File: config.mk
export PLATFORM = sky130hd
export DESIGN_NAME = source_text_tokenizer
export DESIGN_NICKNAME = d
export VERILOG_FILES = /design/src/sv/stt_pkg.sv /design/src/sv/stt_lex_core.sv /design/src/sv/stt_out_fifo.sv /design/src/sv/source_text_tokenizer.sv
export VERILOG_INCLUDE_DIRS = /design/src /design/src/sv
export SDC_FILE = /design/constraint.sdc
export NUM_CORES = 1
export LEC_CHECK = 0
export BUFFER_PORTS_ARGS = -buffer_cell sky130_fd_sc_hd__buf_4
export CORE_AREA = 2 2 178 180
export DETAILED_ROUTE_END_ITERATION = 10
export DIE_AREA = 0 0 180 182
export HOLD_SLACK_MARGIN = 0.06
export PLACE_DENSITY = 0.77
export SLEW_MARGIN = 10
export SYNTH_ARGS = -nofsm -noshare
export SYNTH_HDL_FRONTEND = slang
export SYNTH_SLANG_ARGS = --single-unit
File: constraint.sdc
create_clock -name i_clk -period 5.41 [get_ports i_clk]
set_input_delay 0.8115 -clock i_clk [delete_from_list [all_inputs] [get_ports i_clk]]
set_output_delay 0.8115 -clock i_clk [all_outputs]
set_load 0.005 [all_outputs]
File: src/sv/source_text_tokenizer_defines.svh
// assertion macros for the source text tokenizer
// used by source_text_tokenizer.sv, expects i_clk and i_rst_n in scope
`ifndef SOURCE_TEXT_TOKENIZER_DEFINES_SVH
`define SOURCE_TEXT_TOKENIZER_DEFINES_SVH

// condition holds at every clock edge out of reset
`define STT_ASSERT_ALWAYS(label, cond, msg) \
    label: assert property (@(posedge i_clk) disable iff (!i_rst_n) (cond)) else $error(msg);

// consequent holds in the same cycle as the antecedent
`define STT_ASSERT_IMPLY(label, ante, cons, msg) \
    label: assert property (@(posedge i_clk) disable iff (!i_rst_n) (ante) |-> (cons)) \
        else $error(msg);

// consequent holds in the cycle after the antecedent
`define STT_ASSERT_NEXT(label, ante, cons, msg) \
    label: assert property (@(posedge i_clk) disable iff (!i_rst_n) (ante) |=> (cons)) \
        else $error(msg);

`endif

File: src/sv/stt_pkg.sv
// shared types, constants and character helpers of the source text tokenizer
// no dependencies; used by every module of the block
`timescale 1ns / 1ps

package stt_pkg;

    // defaults of the top level parameters
    localparam int POS_BITS_DEF   = 16;
    localparam int MAX_LEN_DEF    = 255;
    localparam int VALUE_BITS_DEF = 31;

    // fixed widths of the token fields
    localparam int KIND_W    = 5;
    localparam int VAL_OUT_W = 31;
    localparam int POS_OUT_W = 16;
    localparam int LEN_OUT_W = 8;

    // result queue
    localparam int FIFO_DEPTH = 4;
    localparam int FIFO_PTR_W = $clog2(FIFO_DEPTH);
    localparam int FIFO_CNT_W = FIFO_PTR_W + 1;

    typedef logic [KIND_W-1:0] t_kind;

    // token kinds
    localparam t_kind KIND_ID     = 5'd0;
    localparam t_kind KIND_TYPE   = 5'd1;
    localparam t_kind KIND_FNC    = 5'd2;
    localparam t_kind KIND_INT    = 5'd3;
    localparam t_kind KIND_STRING = 5'd4;
    localparam t_kind KIND_EQ     = 5'd5;
    localparam t_kind KIND_SEMI   = 5'd6;
    localparam t_kind KIND_LPAREN = 5'd7;
    localparam t_kind KIND_RPAREN = 5'd8;
    localparam t_kind KIND_LBRACE = 5'd9;
    localparam t_kind KIND_RBRACE = 5'd10;
    localparam t_kind KIND_LBRACK = 5'd11;
    localparam t_kind KIND_RBRACK = 5'd12;
    localparam t_kind KIND_COMMA  = 5'd13;
    localparam t_kind KIND_PLUS   = 5'd14;
    localparam t_kind KIND_MINUS  = 5'd15;
    localparam t_kind KIND_STAR   = 5'd16;
    localparam t_kind KIND_SLASH  = 5'd17;
    localparam t_kind KIND_BANG   = 5'd18;
    localparam t_kind KIND_AMP    = 5'd19;
    localparam t_kind KIND_AT     = 5'd20;
    localparam t_kind KIND_EOF    = 5'd21;
    localparam t_kind KIND_ERROR  = 5'd22;

    // character codes
    localparam logic [7:0] CH_TAB     = 8'h09;
    localparam logic [7:0] CH_NL      = 8'h0A;
    localparam logic [7:0] CH_SPACE   = 8'h20;
    localparam logic [7:0] CH_QUOTE   = 8'h22;
    localparam logic [7:0] CH_BANG    = 8'h21;
    localparam logic [7:0] CH_AMP     = 8'h26;
    localparam logic [7:0] CH_LPAREN  = 8'h28;
    localparam logic [7:0] CH_RPAREN  = 8'h29;
    localparam logic [7:0] CH_STAR    = 8'h2A;
    localparam logic [7:0] CH_PLUS    = 8'h2B;
    localparam logic [7:0] CH_COMMA   = 8'h2C;
    localparam logic [7:0] CH_MINUS   = 8'h2D;
    localparam logic [7:0] CH_SLASH   = 8'h2F;
    localparam logic [7:0] CH_DIGIT_0 = 8'h30;
    localparam logic [7:0] CH_DIGIT_9 = 8'h39;
    localparam logic [7:0] CH_SEMI    = 8'h3B;
    localparam logic [7:0] CH_EQ      = 8'h3D;
    localparam logic [7:0] CH_AT      = 8'h40;
    localparam logic [7:0] CH_UPPER_A = 8'h41;
    localparam logic [7:0] CH_UPPER_Z = 8'h5A;
    localparam logic [7:0] CH_LBRACK  = 8'h5B;
    localparam logic [7:0] CH_RBRACK  = 8'h5D;
    localparam logic [7:0] CH_LOWER_A = 8'h61;
    localparam logic [7:0] CH_LOWER_Z = 8'h7A;
    localparam logic [7:0] CH_LBRACE  = 8'h7B;
    localparam logic [7:0] CH_RBRACE  = 8'h7D;

    // the one keyword, "fnc"
    localparam logic [7:0] KW_CHAR_0 = 8'h66;
    localparam logic [7:0] KW_CHAR_1 = 8'h6E;
    localparam logic [7:0] KW_CHAR_2 = 8'h63;
    localparam int         KW_LEN    = 3;

    typedef enum logic [1:0] {
        MODE_IDLE,
        MODE_IDENT,
        MODE_NUMBER,
        MODE_STRING
    } t_lex_mode;

    // input request
    typedef struct packed {
        logic [7:0] char_code;
        logic       end_of_text;
    } t_in_req;

    // output token
    typedef struct packed {
        t_kind                token_kind;
        logic [VAL_OUT_W-1:0] int_value;
        logic [POS_OUT_W-1:0] start_pos;
        logic [LEN_OUT_W-1:0] token_len;
        logic                 last_of_run;
    } t_out_tok;

    // tokens produced by one request, tok0 goes out first
    typedef struct packed {
        logic [1:0] cnt;
        t_out_tok   tok0;
        t_out_tok   tok1;
    } t_lex_res;

    // result queue status
    typedef struct packed {
        logic                  valid;
        logic                  room;
        logic [FIFO_CNT_W-1:0] count;
    } t_fifo_stat;

    function automatic logic is_upper(input logic [7:0] c);
        return c inside {[CH_UPPER_A:CH_UPPER_Z]};
    endfunction

    function automatic logic is_letter(input logic [7:0] c);
        return c inside {[CH_UPPER_A:CH_UPPER_Z], [CH_LOWER_A:CH_LOWER_Z]};
    endfunction

    function automatic logic is_digit(input logic [7:0] c);
        return c inside {[CH_DIGIT_0:CH_DIGIT_9]};
    endfunction

    function automatic logic is_blank(input logic [7:0] c);
        return c inside {CH_SPACE, CH_NL, CH_TAB};
    endfunction

    // keyword letter at a given offset
    function automatic logic [7:0] kw_char(input logic [1:0] idx);
        logic [7:0] ch;
        case (idx)
            2'd0:    ch = KW_CHAR_0;
            2'd1:    ch = KW_CHAR_1;
            2'd2:    ch = KW_CHAR_2;
            default: ch = 8'h00;
        endcase
        return ch;
    endfunction

    // single character tokens; anything unknown is an error token
    function automatic t_kind punct_kind(input logic [7:0] c);
        t_kind k;
        case (c)
            CH_EQ:     k = KIND_EQ;
            CH_SEMI:   k = KIND_SEMI;
            CH_LPAREN: k = KIND_LPAREN;
            CH_RPAREN: k = KIND_RPAREN;
            CH_LBRACE: k = KIND_LBRACE;
            CH_RBRACE: k = KIND_RBRACE;
            CH_LBRACK: k = KIND_LBRACK;
            CH_RBRACK: k = KIND_RBRACK;
            CH_COMMA:  k = KIND_COMMA;
            CH_PLUS:   k = KIND_PLUS;
            CH_MINUS:  k = KIND_MINUS;
            CH_STAR:   k = KIND_STAR;
            CH_SLASH:  k = KIND_SLASH;
            CH_BANG:   k = KIND_BANG;
            CH_AMP:    k = KIND_AMP;
            CH_AT:     k = KIND_AT;
            default:   k = KIND_ERROR;
        endcase
        return k;
    endfunction

    function automatic t_out_tok mk_tok(
        input t_kind                kind,
        input logic [VAL_OUT_W-1:0] val,
        input logic [POS_OUT_W-1:0] pos,
        input logic [LEN_OUT_W-1:0] len
    );
        t_out_tok t;
        t.token_kind  = kind;
        t.int_value   = val;
        t.start_pos   = pos;
        t.token_len   = len;
        t.last_of_run = 1'b0;
        return t;
    endfunction

endpackage

File: src/sv/stt_lex_core.sv
// lexer state registers and the per-byte scan step
// depends on stt_pkg; produces up to two tokens for each request it takes
`timescale 1ns / 1ps

module stt_lex_core import stt_pkg::*; #(
    parameter int POS_BITS   = POS_BITS_DEF,
    parameter int MAX_LEN    = MAX_LEN_DEF,
    parameter int VALUE_BITS = VALUE_BITS_DEF
) (
    input  logic     i_clk,
    input  logic     i_rst_n,
    input  logic     i_en,
    input  t_in_req  i_req,
    output t_lex_res o_res
);

    localparam int LEN_W  = $clog2(MAX_LEN + 1);
    localparam int WIDE_W = VALUE_BITS + 4;
    localparam logic [VALUE_BITS-1:0] VAL_MAX = {VALUE_BITS{1'b1}};

    t_lex_mode             r_mode, n_mode;
    logic [POS_BITS-1:0]   r_pos, n_pos;
    logic [POS_BITS-1:0]   r_start, n_start;
    logic [LEN_W-1:0]      r_len, n_len;
    logic [VALUE_BITS-1:0] r_num, n_num;
    logic                  r_upper, n_upper;
    logic                  r_km, n_km;

    logic [7:0]            c;
    logic [LEN_W-1:0]      len_grow;
    logic [WIDE_W-1:0]     num_ext;
    logic [WIDE_W-1:0]     num_wide;
    logic [VALUE_BITS-1:0] num_acc;

    t_out_tok              flush_tok;
    t_out_tok              idle_tok;
    t_out_tok              eof_tok;
    logic                  idle_emit;
    logic                  idle_start;
    t_lex_mode             idle_mode;
    logic [POS_BITS-1:0]   idle_pos;
    logic [LEN_W-1:0]      idle_len;
    t_kind                 ident_kind;

    logic                  flush_now;
    logic                  take_idle;
    t_lex_res              res;

    assign c = i_req.char_code;

    // saturating length step
    assign len_grow = (r_len < LEN_W'(MAX_LEN)) ? r_len + LEN_W'(1) : r_len;

    // decimal accumulate: value*10 + digit, saturating at all ones
    assign num_ext  = WIDE_W'(r_num);
    assign num_wide = (num_ext << 3) + (num_ext << 1) + WIDE_W'(c[3:0]);
    assign num_acc  = (num_wide > WIDE_W'(VAL_MAX)) ? VAL_MAX : num_wide[VALUE_BITS-1:0];

    // token of the pending run
    always_comb begin
        if (r_upper) begin
            ident_kind = KIND_TYPE;
        end else if (r_km && r_len == LEN_W'(KW_LEN)) begin
            ident_kind = KIND_FNC;
        end else begin
            ident_kind = KIND_ID;
        end
        case (r_mode)
            MODE_IDENT: begin
                flush_tok = mk_tok(ident_kind, '0, POS_OUT_W'(r_start), LEN_OUT_W'(r_len));
            end
            MODE_NUMBER: begin
                flush_tok = mk_tok(KIND_INT, VAL_OUT_W'(r_num), POS_OUT_W'(r_start),
                                   LEN_OUT_W'(r_len));
            end
            default: begin
                flush_tok = mk_tok(KIND_STRING, '0, POS_OUT_W'(r_start), LEN_OUT_W'(r_len));
            end
        endcase
        eof_tok = mk_tok(KIND_EOF, '0, POS_OUT_W'(r_pos), '0);
    end

    // byte seen from idle: skip, start a run, or a one-character token
    always_comb begin
        idle_emit  = 1'b0;
        idle_start = 1'b1;
        idle_mode  = MODE_IDLE;
        idle_pos   = r_pos;
        idle_len   = LEN_W'(1);
        idle_tok   = mk_tok(punct_kind(c), '0, POS_OUT_W'(r_pos), LEN_OUT_W'(1));
        if (is_blank(c)) begin
            idle_start = 1'b0;
        end else if (is_letter(c)) begin
            idle_mode = MODE_IDENT;
        end else if (is_digit(c)) begin
            idle_mode = MODE_NUMBER;
        end else if (c == CH_QUOTE) begin
            idle_mode = MODE_STRING;
            idle_pos  = r_pos + POS_BITS'(1);
            idle_len  = '0;
        end else begin
            idle_start = 1'b0;
            idle_emit  = 1'b1;
        end
    end

    // scan step
    always_comb begin
        n_mode    = r_mode;
        n_pos     = r_pos;
        n_start   = r_start;
        n_len     = r_len;
        n_num     = r_num;
        n_upper   = r_upper;
        n_km      = r_km;
        flush_now = 1'b0;
        take_idle = 1'b0;
        res       = '0;

        if (i_en) begin
            if (i_req.end_of_text) begin
                // flush any open run, then end-of-file, position back to zero
                n_mode = MODE_IDLE;
                n_pos  = '0;
                if (r_mode != MODE_IDLE) begin
                    res.cnt  = 2'd2;
                    res.tok0 = flush_tok;
                    res.tok1 = eof_tok;
                end else begin
                    res.cnt  = 2'd1;
                    res.tok0 = eof_tok;
                end
            end else begin
                n_pos = r_pos + POS_BITS'(1);
                case (r_mode)
                    MODE_IDENT: begin
                        if (is_letter(c)) begin
                            n_km  = r_km && (r_len < LEN_W'(KW_LEN)) && (c == kw_char(r_len[1:0]));
                            n_len = len_grow;
                        end else begin
                            flush_now = 1'b1;
                            take_idle = 1'b1;
                        end
                    end
                    MODE_NUMBER: begin
                        if (is_digit(c)) begin
                            n_num = num_acc;
                            n_len = len_grow;
                        end else begin
                            flush_now = 1'b1;
                            take_idle = 1'b1;
                        end
                    end
                    MODE_STRING: begin
                        if (c == CH_QUOTE) begin
                            res.cnt  = 2'd1;
                            res.tok0 = flush_tok;
                            n_mode   = MODE_IDLE;
                        end else begin
                            n_len = len_grow;
                        end
                    end
                    default: begin
                        take_idle = 1'b1;
                    end
                endcase

                // run ended by this byte, then the byte itself from idle
                if (take_idle) begin
                    n_mode = idle_mode;
                    if (idle_start) begin
                        n_start = idle_pos;
                        n_len   = idle_len;
                        n_upper = is_upper(c);
                        n_km    = (c == KW_CHAR_0);
                        n_num   = VALUE_BITS'(c[3:0]);
                    end
                    if (flush_now) begin
                        res.tok0 = flush_tok;
                        if (idle_emit) begin
                            res.cnt  = 2'd2;
                            res.tok1 = idle_tok;
                        end else begin
                            res.cnt = 2'd1;
                        end
                    end else if (idle_emit) begin
                        res.cnt  = 2'd1;
                        res.tok0 = idle_tok;
                    end
                end
            end
        end

        // mark the final token of this byte
        if (res.cnt == 2'd2) begin
            res.tok1.last_of_run = 1'b1;
        end else if (res.cnt == 2'd1) begin
            res.tok0.last_of_run = 1'b1;
        end
    end

    assign o_res = res;

    // state registers
    always_ff @(posedge i_clk) begin
        if (!i_rst_n) begin
            r_mode  <= MODE_IDLE;
            r_pos   <= '0;
            r_start <= '0;
            r_len   <= '0;
            r_num   <= '0;
            r_upper <= 1'b0;
            r_km    <= 1'b0;
        end else begin
            r_mode  <= n_mode;
            r_pos   <= n_pos;
            r_start <= n_start;
            r_len   <= n_len;
            r_num   <= n_num;
            r_upper <= n_upper;
            r_km    <= n_km;
        end
    end

endmodule

File: src/sv/stt_out_fifo.sv
// small result queue that takes up to two tokens a cycle and gives one
// depends on stt_pkg
`timescale 1ns / 1ps

module stt_out_fifo import stt_pkg::*; (
    input  logic       i_clk,
    input  logic       i_rst_n,
    input  t_lex_res   i_push,
    input  logic       i_pop,
    output t_out_tok   o_head,
    output t_fifo_stat o_stat
);

    t_out_tok              r_mem [FIFO_DEPTH];
    logic [FIFO_PTR_W-1:0] r_wp, r_rp;
    logic [FIFO_CNT_W-1:0] r_cnt;
    logic [FIFO_PTR_W-1:0] wp_plus1;

    assign wp_plus1 = r_wp + FIFO_PTR_W'(1);

    // token storage
    always_ff @(posedge i_clk) begin
        if (i_push.cnt != 2'd0) begin
            r_mem[r_wp] <= i_push.tok0;
        end
        if (i_push.cnt == 2'd2) begin
            r_mem[wp_plus1] <= i_push.tok1;
        end
    end

    // pointers and fill count
    always_ff @(posedge i_clk) begin
        if (!i_rst_n) begin
            r_wp  <= '0;
            r_rp  <= '0;
            r_cnt <= '0;
        end else begin
            r_wp  <= r_wp + FIFO_PTR_W'(i_push.cnt);
            r_rp  <= r_rp + FIFO_PTR_W'(i_pop);
            r_cnt <= r_cnt + FIFO_CNT_W'(i_push.cnt) - FIFO_CNT_W'(i_pop);
        end
    end

    assign o_head       = r_mem[r_rp];
    assign o_stat.valid = (r_cnt != '0);
    assign o_stat.room  = (r_cnt <= FIFO_CNT_W'(FIFO_DEPTH - 2));
    assign o_stat.count = r_cnt;

endmodule

File: src/sv/source_text_tokenizer.sv
// Source text tokenizer, top level; uses stt_pkg, stt_lex_core, stt_out_fifo and the
// assertion macros of source_text_tokenizer_defines.svh. Takes one byte of text per
// request and returns tokens: identifiers, type names, the keyword fnc, saturating
// decimal integers, strings without their quotes, sixteen single-character kinds,
// error tokens for unknown bytes, and end-of-file on an end-of-text request, which also
// resets the byte position. A byte enters every cycle while input is not stalled; its
// tokens pass the input register, the scan step and the result queue. A request can
// yield two tokens: a byte that ends a run and is itself a token, or an end of text
// behind an open run. The output port delivers one token a cycle while i_out_stall is
// low, so such requests fill the queue faster than it drains. The four-entry result
// queue stalls input while a request is held and fewer than two entries are free.
`timescale 1ns / 1ps
`include "source_text_tokenizer_defines.svh"

module source_text_tokenizer import stt_pkg::*; #(
    parameter int POS_BITS   = POS_BITS_DEF,
    parameter int MAX_LEN    = MAX_LEN_DEF,
    parameter int VALUE_BITS = VALUE_BITS_DEF
) (
    input  logic     i_clk,
    input  logic     i_rst_n,
    input  logic     i_in_valid,
    output logic     o_in_stall,
    input  t_in_req  i_in_req,
    output logic     o_out_valid,
    input  logic     i_out_stall,
    output t_out_tok o_out_tok
);

    logic       r_in_valid;
    t_in_req    r_in_req;
    logic       proc;
    logic       pop;
    t_lex_res   lex_res;
    t_fifo_stat fifo_stat;

    // input request register, held while the queue has no room for two tokens
    assign proc       = r_in_valid && fifo_stat.room;
    assign o_in_stall = r_in_valid && !fifo_stat.room;

    always_ff @(posedge i_clk) begin
        if (!i_rst_n) begin
            r_in_valid <= 1'b0;
        end else if (!o_in_stall) begin
            r_in_valid <= i_in_valid;
        end
    end

    always_ff @(posedge i_clk) begin
        if (!o_in_stall && i_in_valid) begin
            r_in_req <= i_in_req;
        end
    end

    // scan step and lexer state
    stt_lex_core #(
        .POS_BITS   (POS_BITS),
        .MAX_LEN    (MAX_LEN),
        .VALUE_BITS (VALUE_BITS)
    ) u_core (
        .i_clk   (i_clk),
        .i_rst_n (i_rst_n),
        .i_en    (proc),
        .i_req   (r_in_req),
        .o_res   (lex_res)
    );

    // result queue
    assign pop         = o_out_valid && !i_out_stall;
    assign o_out_valid = fifo_stat.valid;

    stt_out_fifo u_fifo (
        .i_clk   (i_clk),
        .i_rst_n (i_rst_n),
        .i_push  (lex_res),
        .i_pop   (pop),
        .o_head  (o_out_tok),
        .o_stat  (fifo_stat)
    );

    // checks
    `STT_ASSERT_ALWAYS(a_fifo_bound, fifo_stat.count <= FIFO_CNT_W'(FIFO_DEPTH), "queue overfilled")
    `STT_ASSERT_IMPLY(a_pair_queued, o_out_valid && !o_out_tok.last_of_run, fifo_stat.count >= FIFO_CNT_W'(2), "first token of a pair without its partner")
    `STT_ASSERT_NEXT(a_eof_queued, proc && r_in_req.end_of_text, o_out_valid, "end of text gave no token")

endmodule
# Word-level counts from Yosys, hierarchy flattened
# Memory sizes are Yosys's and may differ from the RTL's. A register that Yosys moved wholly into a read port is not among the register bits.
# Index checks and enable logic that the tools add are counted.
[totals] n_memories=1 elab_cells=166 in_bits=13 out_inout_bits=63 regBits=92 mem_bits_rw=244
[op_classes] bitwise_logic=1 muxes=78 order_cmp=10 reduce_logical=24 eq_ne=30 n_addsub=9
[mem_list] name="u_fifo.r_mem" words=4 word_bits=61 rd=1 rd_ports_with_merged_regs=1 wr=2 line_no="stt_out_fifo.sv:14" source="t_out_tok r_mem [FIFO_DEPTH];"
[op_table] cell="$mux W124" count=3
[op_table] cell="$mux W63" count=4
[op_table] cell="$mux W61" count=3
[op_table] cell="$mux W31" count=5
[op_table] cell="$pmux W61 S2" count=1
[op_table] cell="$eq A8 B6 Y1 const B" count=13
[op_table] cell="$mux W8" count=13
[op_table] cell="$mux W16" count=5
[op_table] cell="$pmux W5 S16" count=1
[op_table] cell="$mux W62" count=1
[op_table] cell="$eq A8 B7 Y1 const B" count=6
[op_table] cell="$add A34 B32 Y35" count=1
[op_table] cell="$add A35 B4 Y35" count=1
[op_table] cell="$gt A35 B31 Y1 const B" count=1
[op_table] cell="$mux W1" count=26
[op_table] cell="$mux W2" count=12
[op_table] cell="$pmux W8 S3" count=1
[op_table] cell="$pmux W7 S3" count=1
[op_table] cell="$add A16 B1 Y16 const B" count=1
[op_table] cell="$eq A8 B4 Y1 const B" count=2
[op_table] cell="$ge A8 B7 Y1 const B" count=2
[op_table] cell="$le A8 B7 Y1 const B" count=2
[op_table] cell="$reduce_bool A3 Y1" count=4
[op_table] cell="$logic_and A1 B1 Y1" count=10
[op_table] cell="other kinds (24)" count=33

# Logic depth before layout (Yosys ltp)
[depth] ltp_word=15 ltp_mapped=16 ltp_nobuf=16

# Cells and area by module
# A second synthesis with hierarchy kept.
[unflattened] cells_unflattened=1691 hier_area_um2=20061.7
[by_module_without_submodules] module="stt_out_fifo" seq_area_each_um2=7467.2 n_inst=1 area_per_inst_um2=12191.7 cells_each=633
[by_module_without_submodules] module="stt_lex_core" seq_area_each_um2=1501.4 n_inst=1 area_per_inst_um2=7539.7 cells_each=1043
[by_module_without_submodules] module="source_text_tokenizer" seq_area_each_um2=290.3 n_inst=1 area_per_inst_um2=330.3 cells_each=15

# Least setup slack after synthesis
# Ideal clock, no wire load.
[synth_timing] kind="register to register" start="register r_in_req[4] (netlist name)" end="register u_core.r_num[10]" period_less_slack_ns=3.970 path_buffers=2 required_ns=5.291 setup_slack_ns=1.440 setup_time_ns=0.119 stages_incl_launch_ff=16 arrival_ns=3.850 path_cell_list="edfxtp_1 buf_4 inv_2 fa_1 inv_1 ha_1 a211oi_1 o21ai_1 o221a_1 or2_1 o41ai_4 or3_1 nand3b_2 nor4_4 buf_6 a21oi_1"
[synth_between] elab_chain_len=8 word_cells_on_any_way=31 cone_classes="1 x add/sub; 7 x order compare; 4 x eq/ne; 14 x mux; 5 x reduce/logical"
[synth_rtl] element="from (decl)" line_no="source_text_tokenizer.sv:31" source="t_in_req r_in_req;"
[synth_rtl] element="from (signal assigned)" line_no="source_text_tokenizer.sv:51" source="r_in_req <= i_in_req;"
[synth_rtl] element="parallel branches: the longest is 7 deep, another holds $add A35 B4 Y35"
[synth_rtl] element="$mux W31 *" line_no="stt_lex_core.sv:169" source="if (take_idle) begin"
[synth_rtl] element="to (signal assigned)" line_no="stt_lex_core.sv:219" source="r_num <= n_num;"
[synth_rtl] element="to (decl)" line_no="stt_lex_core.sv:25" source="logic [VALUE_BITS-1:0] r_num, n_num;"
# Mark *: on every way between the ends. The select of a mux whose other input is x is not followed.
# A chain may end at the register's enable or synchronous reset.

# Worst setup path after layout
[layout_timing] start="register r_in_req[4] (netlist name)" end="register u_core.r_num[8]"
# Same word-level chain as after synthesis.

==> results.json <==
{
  "grt_max_degree": 80,
  "placedInstanceArea_um2": 18900,
  "core-area_um2": 31000,
  "floorplan.initialDensity_pct": 59.1,
  "worst_skew_pair.late_latency_ns": 0.54,
  "cp-start-kind": "register",
  "syn_area_per_cell_um2": 9.71,
  "synthTopCellsByArea": "dfxtp_1, edfxtp_1, mux4_2, ha_1, nand3_1",
  "cts_resized": 0,
  "gp_congestion": 0.929,
  "synth_ff_type": "dfxtp_1",
  "fin_ws_ns": 0.936,
  "worstMarginPinSlew_ns": 1.12,
  "grt_remaining_overflow": 0,
  "p_leak_nw": 7.56,
  "dieWidth_um": 180,
  "drc": 0,
  "cp_cell_sequence": "inv_2 > fa_1 > inv_1 > ha_1 > a211oi_1 > o21ai_1 > o221a_1 > or2_1 > o41ai_4 > or3_1 > nand3b_2 > nor4_4 > buf_4 > a21oi_1",
  "rr_worst_depth": 14,
  "syn_nets": 1979,
  "fin_skew_ns": 0.0172,
  "cts_sinks": 336,
  "yosysWarnings": 0,
  "fin_crit_sh_pct": 82.7,
  "path_clk_slew_ns": 0.06,
  "dr.pass1.iters": 5,
  "nFillCells": 2387,
  "dpl.cell_count": 2223,
  "cts_setup_buffers": 0,
  "fp.dieH_um": 182,
  "hp-start": "i_in_req[5]",
  "r2r_slack_ns": 0.94,
  "ys_seq_area_share_pct": 42.2,
  "antenna_found_initial": 1,
  "area_growth_pct": 9.99,
  "synth.ff_latch_count": 336,
  "critical_path_arrival_ns": 4.88,
  "worstHoldPathCells": 1,
  "crit_path_end_kind": "register",
  "drive_gt1_share_pct": 14.6,
  "stdcell_area_um2": 20100,
  "numPortBuffers": 75,
  "status": "complete, no violations",
  "nNetsFinal": 1952,
  "hold_violations": 0,
  "netlist_area_um2": 18300,
  "irDropWorstVdd_mv": 0.247,
  "utilization_pct": 65.0,
  "critical_path_class": "register to register",
  "min_to": "r_in_req[5]",
  "htree_levels": 2,
  "finalSetupViolations": 0,
  "cts_tree": "done",
  "r2r_start": "r_in_req[4]",
  "p_per_area_nw_per_um2": 306,
  "rows": 65,
  "maxCapViolCount": 0,
  "ys_types": 89,
  "worst_path_max_delay_cell": "edfxtp_1",
  "die_area_um2": 32800,
  "wl_um": 48700,
  "synth_cells": 1887,
  "grt_setup_unrepaired": "no",
  "diodes": 0,
  "grt_pass1_wl_um": 77500,
  "drt-wirelength-per-cell_um": 21.3,
  "synth_top_area_share_pct": 25.7,
  "dpl.hpwl_um": 31100,
  "async_flop_share_pct": 0,
  "track_usage_pct": 29.1,
  "hold_buffers": 0,
  "startpoint": "r_in_req[4]",
  "grt_pass1_vias": 14540,
  "viasPerCell": 6.69,
  "cp_max_fo": 27,
  "root_buffer": "clkbuf_16",
  "critPathMaxStageDelay_ns": 0.69,
  "synth_edf_count": 101,
  "clockBufferDepth": 3,
  "dp_slack_ns": 0.979,
  "drt-initial-drc-count": 1623,
  "crit_required_ns": 5.81,
  "vias": 15307,
  "period_minus_slack_ns": 4.47,
  "min_path_type": "input port to register",
  "finalSetupTns_ns": 0,
  "yosysTopAreaCell": "dfxtp_1",
  "io_pins": 76,
  "cts_buffers": 37,
  "drtAntennaViolNets": 0,
  "timing.rr.end": "u_core.r_num[8]",
  "slew-limit-headroom_pct": 25.7,
  "layout.cells.non_filler": 2288,
  "report.final.slew_viol_count": 0,
  "fmax_mhz": 224
}
==> cells in the mapped netlist, types with 18 or more instances <==
master and n:
a21oi_1 88, a22o_1 60, and2_1 18, buf_2 25, clkbuf_1 116, dfxtp_1 235
edfxtp_1 101, ha_1 76, inv_1 31, mux2i_1 18, mux4_2 61, nand2_1 156
nand3_1 185, nor2_1 53, nor2b_1 28, o21ai_0 156, o21ai_1 46, o22ai_1 20
o31ai_1 59, xnor2_1 20, xor2_1 32
==> through the flow <==
stage | hold WS, ns | total power [mW]
global route | 0.444 | 6.37
finish | 0.448 | 6.17
detailed placement | 0.450 | 3.66
CTS | 0.438 | 6.19
floorplan | 0.435 | 3.37
global placement | 0.444 | 3.64
==> layout by cell type, fill, tap and decap left out, types with 18 or more instances in the layout <==
cell type / instances
edfxtp_1: 101
mux4_2: 61
buf_4: 106
nand2_1: 155
nand3_1: 181
and2_1: 18
o21ai_1: 46
xor2_1: 32
nor2_1: 52
ha_1: 76
xnor2_1: 20
a21oi_1: 88
inv_1: 31
a22o_1: 60
clkbuf_16: 38
o22ai_1: 20
o31ai_1: 59
mux2i_1: 18
nor2b_1: 28
o21ai_0: 156
dfxtp_1: 233
==> routing by layer <==
layer | wire (µm) | track usage [%] | vias to the layer above
met5 | 12 | 0 | -
met4 | 1030 | 8.36 | 2
met3 | 4820 | 4.61 | 102
met2 | 22000 | 45.7 | 771
met1 | 20800 | 41.9 | 7372
li1 | - | - | 7060
==> registers in the layout, indices dropped and copies added (netlist names) <==
name            flops
u_core.r_len        8
u_fifo.r_cnt        3
u_core.r_pos       16
u_core.r_start     16
r_in_req            9
u_fifo.r_rp         2
r_in_valid          1
u_fifo.r_wp         2
u_core.r_upper      1
u_core.r_km         1
u_fifo.r_mem      244
u_core.r_mode       2
u_core.r_num       31
==> logic make-up after synthesis <==
group,Yosys count,share of synthesized area (%)
buffers and inverters,206,4.76
AND/OR/NAND/NOR,553,15.4
XOR/XNOR,52,2.49
AO/OA/AOI/OAI,580,21.0
adder cells (fa/ha/maj),79,5.52
flip-flops,336,42.2
multiplexers,81,8.61
==> critical path, delay by kind of cell (launching register included) <==
kind	cells	cell delay (ns)
buf+inv	3	0.58
simple gates	4	0.76
flops	1	0.69
fa+ha+maj	2	0.94
compound gates	5	1.35
==> worst max path at each step <==
stage | to | depth (start not counted) | slack, ns
after floorplan | u_core.r_num[10] | 15 | 1.44
after global placement | u_fifo.r_mem[0][54] | 10 | 1.11
after detailed placement | u_core.r_num[8] | 13 | 0.98
after CTS | u_core.r_num[8] | 13 | 0.96
after global routing | u_core.r_num[20] | 13 | 0.60
final | u_core.r_num[8] | 14 | 0.94
==> power breakdown <==
part / internal, mW / switching [mW] / leakage, nW / total, mW
Clock: 1.53 / 1.03 / 0.606 / 2.56
Sequential: 2.65 / 0.193 / 2.94 / 2.85
Combinational: 0.382 / 0.384 / 4.02 / 0.767
Total: 4.56 / 1.61 / 7.56 / 6.17
==> layout make-up <==
type	count	area [µm²]	area share, %
Inverter	34	128	0.633
Sequential cell	336	7740	38.4
Clock buffer	51	1060	5.27
Clock inverter	14	173	0.857
Timing Repair Buffer	106	796	3.95
Tap cell	402	503	2.50
Multi-Input combinational cell	1345	9740	48.4
Note: power is estimated with default switching activity, not from simulation.
